[config.mk]
export PLATFORM = sky130hd
export DESIGN_NAME = mhtq_tick
export DESIGN_NICKNAME = d
export VERILOG_FILES = /design/src/rtl/core/min_heap_timer_queue_top_defines.svh /design/src/rtl/core/mhtq_pkg.sv /design/src/rtl/core/mhtq_tick.sv
export SDC_FILE = /design/constraint.sdc
export NUM_CORES = 1
export LEC_CHECK = 0
export BUFFER_PORTS_ARGS = -buffer_cell sky130_fd_sc_hd__buf_4
export CAP_MARGIN = 20
export CORE_ASPECT_RATIO = 1.2
export CORE_MARGIN = 2
export CORE_UTILIZATION = 30
export DETAILED_ROUTE_END_ITERATION = 8
export GPL_ROUTABILITY_DRIVEN = 0
export PLACE_DENSITY = 0.51
export RECOVER_POWER = 50
export SLEW_MARGIN = 20
export SYNTH_ARGS = -nofsm -noshare
export SYNTH_HDL_FRONTEND = slang
export SYNTH_SLANG_ARGS = --single-unit
[constraint.sdc]
create_clock -name vclk -period 10.4
set_input_delay 1.56 -clock vclk [all_inputs]
set_output_delay 1.56 -clock vclk [all_outputs]
set_load 0.01 [all_outputs]
[src/rtl/core/min_heap_timer_queue_top_defines.svh]
// ----------------------------------------------------------------------------
// Assertion macros for the timer queue.
// Both macros sample on the rising clock edge and are disabled during reset.
// ----------------------------------------------------------------------------
`ifndef MIN_HEAP_TIMER_QUEUE_TOP_DEFINES_SVH
`define MIN_HEAP_TIMER_QUEUE_TOP_DEFINES_SVH

// Consequent must hold in the same cycle as the antecedent.
`define MHTQ_ASSERT_IMPL(lbl, ante, cons, msg) \
  lbl: assert property (@(posedge clk_i) disable iff (!rst_ni) (ante) |-> (cons)) \
    else $error(msg);

// Consequent must hold in the cycle after the antecedent.
`define MHTQ_ASSERT_NEXT(lbl, ante, cons, msg) \
  lbl: assert property (@(posedge clk_i) disable iff (!rst_ni) (ante) |=> (cons)) \
    else $error(msg);

`endif

[src/rtl/core/mhtq_pkg.sv]
`timescale 1ns / 1ps
// ----------------------------------------------------------------------------
// mhtq_pkg
// Sizes, codes and types shared by the timer queue modules.
// ----------------------------------------------------------------------------
package mhtq_pkg;

  localparam int CAPACITY  = 32;
  localparam int ID_COUNT  = 256;
  localparam int TIME_BITS = 48;

  localparam int ID_W      = 8;
  localparam int AMOUNT_W  = 31;
  localparam int TICK_W    = 32;
  localparam int SLOT_W    = $clog2(CAPACITY);
  localparam int CNT_W     = $clog2(CAPACITY + 1);
  localparam int CHILD_W   = SLOT_W + 2;

  localparam logic [TICK_W-1:0] INT_MAX = {1'b0, {(TICK_W - 1){1'b1}}};
  localparam logic [TICK_W-1:0] TICK_NONE = {TICK_W{1'b1}};

  typedef enum logic [2:0] {
    ACT_ADD     = 3'd0,
    ACT_ADJUST  = 3'd1,
    ACT_DELETE  = 3'd2,
    ACT_ADVANCE = 3'd3,
    ACT_CLEAR   = 3'd4
  } action_e;

  typedef enum logic [1:0] {
    ST_OK        = 2'd0,
    ST_NOT_FOUND = 2'd1,
    ST_FULL      = 2'd2
  } status_e;

  typedef struct packed {
    logic [ID_W-1:0]      id;
    logic [TIME_BITS-1:0] dl;
  } heap_entry_t;

endpackage

[src/rtl/core/mhtq_tick.sv]
`timescale 1ns / 1ps
// ----------------------------------------------------------------------------
// mhtq_tick
// Time until the earliest deadline; no tick if past the signed 32-bit range.
// ----------------------------------------------------------------------------
module mhtq_tick import mhtq_pkg::*; (
  input  logic [CNT_W-1:0]     count_i,
  input  logic [TIME_BITS-1:0] root_dl_i,
  input  logic [TIME_BITS-1:0] clock_i,
  output logic [TICK_W-1:0]    next_tick_o
);

  logic [TIME_BITS-1:0] diff;
  logic                 far;

  assign diff = root_dl_i - clock_i;
  // Anything above the largest positive 32-bit value reads as "no tick".
  assign far  = |diff[TIME_BITS-1:TICK_W-1];

  always_comb begin
    if (count_i == '0) begin
      next_tick_o = TICK_NONE;
    end else if (root_dl_i <= clock_i) begin
      next_tick_o = '0;
    end else if (far) begin
      next_tick_o = TICK_NONE;
    end else begin
      next_tick_o = diff[TICK_W-1:0];
    end
  end

endmodule
==> results of run 1 <==
layout make-up:
class / count / area (um^2)
fillers: 1452 / 8090
multi-input cells: 541 / 3550
repair buffers: 138 / 995
inverters: 58 / 218
well taps: 168 / 210
worst paths after layout:
check,from,end,slack (ns),cells after the start
setup / recovery,clock_i[0],next_tick_o[26],2.26,14
hold / removal,clock_i[0],next_tick_o[0],3.75,6
cell usage in the layout, fill, tap and decap left out, types with 2 or more instances in the layout:
cell type,count
a211o_1,3
a211oi_1,8
a21boi_0,3
a21o_1,11
a21oi_1,68
a221o_1,3
a31o_2,2
a31oi_1,5
a41oi_1,31
and2_1,4
and3_1,4
and3b_1,2
buf_4,127
clkbuf_1,11
ha_1,48
inv_1,58
mux2i_1,2
nand2_1,61
nand2_2,2
nand2b_1,8
nand3_1,11
nand4_1,24
nand4b_1,2
nor2_1,77
nor2b_1,3
nor3_1,17
nor4_1,6
o2111ai_1,3
o211ai_1,5
o21a_1,13
o21ai_0,39
o21ai_1,2
o21bai_1,2
o22ai_1,3
o2bb2ai_1,2
or2_2,5
or3_1,3
xnor2_1,19
xor2_1,15
cells by family after synthesis:
group / Yosys count / share of synthesized area [%]
AND/OR/NAND/NOR: 237 / 29.2
buffers and inverters: 96 / 10.1
AO/OA/AOI/OAI: 218 / 36.7
multiplexers: 3 / 0.789
XOR/XNOR: 34 / 7.51
adder cells (fa/ha/maj): 49 / 15.7
through the flow:
step	area (um^2)	setup WS, ns	power (mW)	hold slack [ns]
after floorplan	3960	4.30	0.220	3.54
after global placement	5040	3.65	0.334	3.77
after detailed placement	5040	3.44	0.337	3.76
after CTS	5040	3.43	0.339	3.77
after global routing	4980	1.76	0.368	3.85
final	4980	2.26	0.337	3.75
worst min-delay path, cell delays in order:
cell and delay (ns):
buf_4 0.08, ha_1 0.15, inv_1 0.04, nor2_1 0.10, a41oi_1 0.12, clkbuf_1 0.14
power breakdown:
part	switching, mW	internal, mW	total, mW
sequential	0	0	0
clock	0	0	0
combinational	0.203	0.134	0.337
total	0.203	0.134	0.337
routing by layer:
metal | global-route usage, % | part of all wire, %
met2 | 38.0 | 50
met1 | 25.9 | 42
met4 | 4.90 | 2.7
met5 | 0 | 0
met3 | 0.849 | 5.2
==> impl_metrics.ini, run 1 <==
[outcome]
outcome = complete, but fails checks
violated_checks = design-rule violations

[critical_path]
cpLargestDelayFamily = compound AO/OA/AOI/OAI gates
setup.worst_path.start_class = primary input
biggest_cell_delay_along_the_critical_path_ns = 0.93
crit_path_end_kind = output port
cp.required_ns = 8.84
timing.critical_path.cells = buf_4 -> ha_1 -> fa_1 -> nand2b_1 -> a211oi_1 -> o211ai_1 -> a2111oi_0 -> o21ai_0 -> a21oi_1 -> o2111ai_1 -> nor4_1 -> clkbuf_1 -> a41oi_1 -> buf_4
crit_type = primary input to output port
worstPathBufferInverterCount = 3
cp_max_fo = 28
cpMaxStageDelayCell = clkbuf_1
cp_common_cell = buf_4
worstPathArrival_ns = 6.58

[grt]
grt_antenna_before_repair = 0
gr_usage_total_pct = 20.5
pin_count_of_the_biggest_net_entering_global_routing = 33
grt_overflow = 0
first_pass_grt_wire_length_um = 23800
first_global_vias = 4906

[floorplanning]
core_um2 = 13100
fp.dieArea_um2 = 14200
start_util_pct = 30.3
chipWidth_um = 109
ios = 134
height_of_the_die_um = 130
rows = 46

[logic_synthesis]
yosys.cell_count.top_type = nor2_1
yosysTopAreaCell = ha_1
ys_warn_count = 0
netlist_area_um2 = 3960
synth_area_per_cell_um2 = 6.22
synth.area.top_cells = ha_1 15%, a21oi_1 8.6%, nor2_1 7.4%, a41oi_1 6.4%, nand2_1 5.8%
seq_area_frac_synth_pct = 0
syn-num-nets = 788
yosys-top-cells-count = 78 x nor2_1, 68 x a21oi_1, 61 x nand2_1
syn-instance-count = 637
synth_cell_types = 62
yosys.area.top_type_share_pct = 15.2

[cells_and_area]
layout.area.seq_um2 = 0
n_antenna_cell = 0
area_growth_syn_to_layout_pct = 25.5
layout.core_utilization_pct = 38.1
seq_cells = 0
final.clkbuf_count = 0
final-instance-count-excl-fill = 905
post_route_cells_drive_above_1_share_pct = 19.9
final_nets = 890

[drt]
first_pass_iters = 7
routed-via-count = 5130
drt_iter0_markers = 312
antenna_violating_nets_post_route = 0
vias_per_cell = 5.67
post-route-drc-count = 1
wirelength_um = 15300
wire_per_inst_um = 16.9

[sta]
rsz0062_at_grt = false
drv_slew = 0
fin_crit_ns = 8.14
timing.setup.tns_ns = 0
final_worst_path_period_share_pct = 78.3
timing.final.setup_violations = 0
actual_transition_at_the_worst_max_transition_pin_ns = 1.17
max_fclk_ghz = 0.123
maxSlewHeadroom_pct = 22.3
hold_violations = 0

[run]
maxCapViolCount = 0

[placement]
dp_cells = 905
port-buffer-count = 134
dp_hpwl_um = 12800

[cts]
cts.hold.buffers_added = 0
cts.repair.resized = 0
cts.repair_timing.setup_buffer_count = 0

[power_and_ir_drop]
power_density_nw_per_um2 = 67.7
vdd.ir_drop.worst_v = 0.0000272
leak_nw = 2.27

[worst_hold_path]
path_type_of_the_worst_min_delay_path = primary input to output port
No activity file was read; power rests on OpenSTA's default activity.
==> inputs of run 2 (changes only) <==
Clock period 10.4 ns to 8.3 ns, I/O delays scaled along.
==> run 2 against run 1 <==
Effect of this change:
- largest cell class unchanged
- the flow now finishes without violations
- die area did not move
- setup slack got worse by 0.80 ns
- combinational power up 25%
==> impl_metrics.ini, run 2 (same netlist as run 1, synthesis figures left out) <==
[sta]
final_worst_path_period_share_pct = 82.4
holdWs_ns = 3.14
rsz0062_at_grt = false
timing.setup.tns_ns = 0
max_fclk_ghz = 0.146
hold_violations = 0
final_critical_path_setup_slack_ns = 1.46
maxSlewHeadroom_pct = 27.1
timing.final.setup_violations = 0
drv_slew = 0
actual_transition_at_the_worst_max_transition_pin_ns = 1.09
fin_crit_ns = 6.84

[grt]
pin_count_of_the_biggest_net_entering_global_routing = 33
grt_overflow = 0
first_global_vias = 4894
first_pass_grt_wire_length_um = 23700
gr_usage_total_pct = 20.3
grt_antenna_before_repair = 0

[critical_path]
crit_type = primary input to output port
cp_common_cell = buf_4
crit_path_end_kind = output port
worstPathArrival_ns = 5.60
cp.required_ns = 7.05
setup.worst_path.start_class = primary input
cp_max_fo = 28
biggest_cell_delay_along_the_critical_path_ns = 0.76
timing.critical_path.cells = buf_4 -> ha_1 -> fa_1 -> nand2b_1 -> a211oi_1 -> o211ai_1 -> a2111oi_0 -> o21ai_0 -> a21oi_1 -> o2111ai_1 -> nor4_1 -> buf_4 -> a41oi_1 -> buf_4
cpMaxStageDelayCell = a2111oi_0

[worst_hold_path]
min_path_cells = 6
path_type_of_the_worst_min_delay_path = primary input to output port
timing.hold.worst_endpoint = next_tick_o[0]
min-delay-start = clock_i[0]

[cts]
cts.repair_timing.setup_buffer_count = 0
cts.hold.buffers_added = 0
cts.repair.resized = 0

[floorplanning]
height_of_the_die_um = 130
rows = 46
core_um2 = 13100
fp.dieArea_um2 = 14200
chipWidth_um = 109
ios = 134
start_util_pct = 30.3

[cells_and_area]
multi_input_area_um2 = 3550
n_antenna_cell = 0
layout.area.seq_um2 = 0
seq_cells = 0
mostFrequentLayoutCells = 128 x buf_4, 77 x nor2_1, 68 x a21oi_1, 61 x nand2_1, 58 x inv_1
n_fill_cell = 1461
area_growth_syn_to_layout_pct = 25.5
final_nets = 890
mostFrequentLayoutCell = buf_4
post_route_cells_drive_above_1_share_pct = 19.9
layout.core_utilization_pct = 38.1
final.clkbuf_count = 0

[outcome]
outcome = complete, no violations

[placement]
port-buffer-count = 134
placement.setup.worst_slack_ns = 2.00
dp_hpwl_um = 12800

[power_and_ir_drop]
vdd.ir_drop.worst_v = 0.0000298
leak_nw = 2.27
power_density_nw_per_um2 = 84.5

[run]
maxCapViolCount = 0

[drt]
vias_per_cell = 5.57
first_pass_iters = 4
routed-via-count = 5043
post-route-drc-count = 0
drt_iter0_markers = 260
wire_per_inst_um = 16.8
wirelength_um = 15200
antenna_violating_nets_post_route = 0
[run 2: cell type report]
type | instances | area share [%]
Tap cell | 168 | 4.23
Multi-Input combinational cell | 541 | 71.3
Timing Repair Buffer | 138 | 20.1
Inverter | 58 | 4.38
[run 2: worst max-delay path by stage]
| stage | slack [ns] | from | cells past startpoint | endpoint |
|---|---|---|---|---|
| floorplan | 2.83 | root_dl_i[0] | 13 | next_tick_o[10] |
| global route | 1.05 | clock_i[0] | 14 | next_tick_o[16] |
| finish | 1.46 | clock_i[0] | 14 | next_tick_o[9] |
| detailed placement | 2.00 | clock_i[0] | 14 | next_tick_o[25] |
| global placement | 2.18 | clock_i[0] | 14 | next_tick_o[10] |
| CTS | 1.98 | clock_i[0] | 14 | next_tick_o[25] |
[run 2: worst max-delay path, delay by kind of cell]
family,cells,cell delay [ns]
AO/OA/AOI/OAI,7,2.17
adder cells (fa/ha/maj),2,0.61
AND/OR/NAND/NOR,2,0.82
buffers and inverters,3,0.73
[run 2: stage by stage]
stage	total power, mW	std cells	instance area, um^2
after floorplan	0.275	637	3960
after global placement	0.419	905	5040
after detailed placement	0.421	905	5040
after CTS	0.424	905	5040
after global routing	0.460	905	4970
final	0.420	905	4970
[run 2: metal layers]
layer	wire length (um)	track usage, %	up-vias
li1	-	-	2542
met1	6400	25.6	2281
met2	7570	37.0	186
met3	787	1.10	34
met4	429	5.81	0
met5	0	0	-
[run 2: power breakdown]
group / total [mW] / switching (mW) / internal [mW]
Sequential: 0 / 0 / 0
Combinational: 0.420 / 0.253 / 0.168
Clock: 0 / 0 / 0
==> inputs of run 3 (changes only) <==
Clock period 8.3 ns to 6.4 ns, I/O delays scaled along.
==> run 3 against run 2 <==
Effect of this change:
- total power grew 31%
- routed wire length is 0.65% lower
- largest power group unchanged
- first-iteration DRC count is 12% higher
- die area did not move
- critical path depth unchanged
- cell area is 0.75% higher
- non-clock buffer count rose by 3
- flip-flop and latch count unchanged
- largest cell class unchanged
- cell count is 0.33% higher
- count of clock-buffer cells in the layout did not move
==> impl_metrics.ini, run 3 (same netlist as run 1, synthesis figures left out) <==
[critical_path]
biggest_cell_delay_along_the_critical_path_ns = 0.71
setup.worst_path.start_class = primary input
cp_common_cell = buf_4
crit_path_end_kind = output port
cp.required_ns = 5.44
worstPathArrival_ns = 4.89
timing.critical_path.cells = buf_4 -> ha_1 -> fa_1 -> nand2b_1 -> a211oi_2 -> o211ai_1 -> a2111oi_0 -> o21ai_0 -> a21oi_1 -> o2111ai_1 -> nor4_4 -> buf_4 -> a41oi_1 -> buf_4
cp_max_fo = 28
crit_type = primary input to output port
cpMaxStageDelayCell = a2111oi_0

[floorplanning]
rows = 46
height_of_the_die_um = 130
core_um2 = 13100
ios = 134
start_util_pct = 30.3
chipWidth_um = 109
fp.dieArea_um2 = 14200

[cells_and_area]
area_growth_syn_to_layout_pct = 26.5
seq_cells = 0
final_area_um2 = 5010
layout.core_utilization_pct = 38.4
post_route_cells_drive_above_1_share_pct = 20.5
final.clkbuf_count = 0
final_nets = 893
mostFrequentLayoutCells = 131 x buf_4, 77 x nor2_1, 68 x a21oi_1, 61 x nand2_1, 58 x inv_1
layout.area.seq_um2 = 0
n_antenna_cell = 0
mostFrequentLayoutCell = buf_4

[drt]
first_pass_iters = 5
wirelength_um = 15100
antenna_violating_nets_post_route = 0
routed-via-count = 5152
vias_per_cell = 5.67
wire_per_inst_um = 16.6
post-route-drc-count = 0
drt_iter0_markers = 291

[grt]
use_met2_pct = 38.0
gr_usage_total_pct = 20.7
grt_overflow = 0
pin_count_of_the_biggest_net_entering_global_routing = 33
grt_antenna_before_repair = 0
global_routing_met1_resource_utilization_pct = 25.5
global_route.peak_usage_layer = met2
first_global_vias = 5043
globalRouteMet3Util_pct = 1.05
first_pass_grt_wire_length_um = 24100

[worst_hold_path]
path_type_of_the_worst_min_delay_path = primary input to output port

[sta]
timing.final.setup_violations = 0
rsz0062_at_grt = false
drv_slew = 0
timing.setup.tns_ns = 0
holdWs_ns = 2.59
fin_crit_ns = 5.85
maxSlewHeadroom_pct = 51.7
max_fclk_ghz = 0.171
actual_transition_at_the_worst_max_transition_pin_ns = 0.706
final_worst_path_period_share_pct = 91.4
hold_violations = 0

[power_and_ir_drop]
leak_nw = 2.29
power_density_nw_per_um2 = 109
vdd.ir_drop.worst_v = 0.0000439

[placement]
port-buffer-count = 134
placedInstanceArea_um2 = 5070
dp_hpwl_um = 12700

[run]
maxCapViolCount = 0

[cts]
cts.hold.buffers_added = 0
cts.repair_timing.setup_buffer_count = 0
cts.repair.resized = 0

[outcome]
outcome = complete, no violations
==> run 3: cell count changes in the layout (fill, tap and decap cells not counted) <==
cell	change
nor2_4	-1
a211oi_1	-1
nor4_4	+1
a211oi_2	+1
nor4_1	-1
buf_4	+3
nor2_2	+1
==> run 3: final timing paths <==
path,to,start,cells after the start,slack [ns]
min,next_tick_o[0],clock_i[0],6,2.59
max,next_tick_o[16],clock_i[0],14,0.55
==> run 3: critical path: cells and delay by family <==
kind,cells,cell delay (ns)
AOI/OAI and AO/OA,7,2.08
buffers and inverters,3,0.64
adders and majority gates,2,0.62
and+or+nand+nor,2,0.58
==> run 3: layout make-up <==
cell class | instances | area [um^2]
fill | 1454 | 8050
multi-input combinational | 541 | 3560
timing repair buffer | 141 | 1020
inverter | 58 | 218
tap | 168 | 210
==> run 3: report_power, final <==
part | leakage, nW | switching (mW) | total (mW) | internal (mW)
sequential | 0 | 0 | 0 | 0
combinational | 2.29 | 0.329 | 0.549 | 0.220
clock | 0 | 0 | 0 | 0
total | 2.29 | 0.329 | 0.549 | 0.220
==> run 3: per-layer routing <==
layer,wire length [um],vias up,part of all wire [%]
met3,743,37,4.9
li1,-,2558,-
met4,526,0,3.5
met5,0,-,0
met1,6300,2384,42
met2,7530,173,50
==> run 3: per-stage QoR <==
step	setup slack [ns]	power [mW]	instances
after CTS	0.684	0.553	908
final	0.549	0.549	908
after global placement	0.895	0.546	908
after detailed placement	0.692	0.550	908
after floorplan	1.50	0.357	637
after global routing	0.150	0.603	908
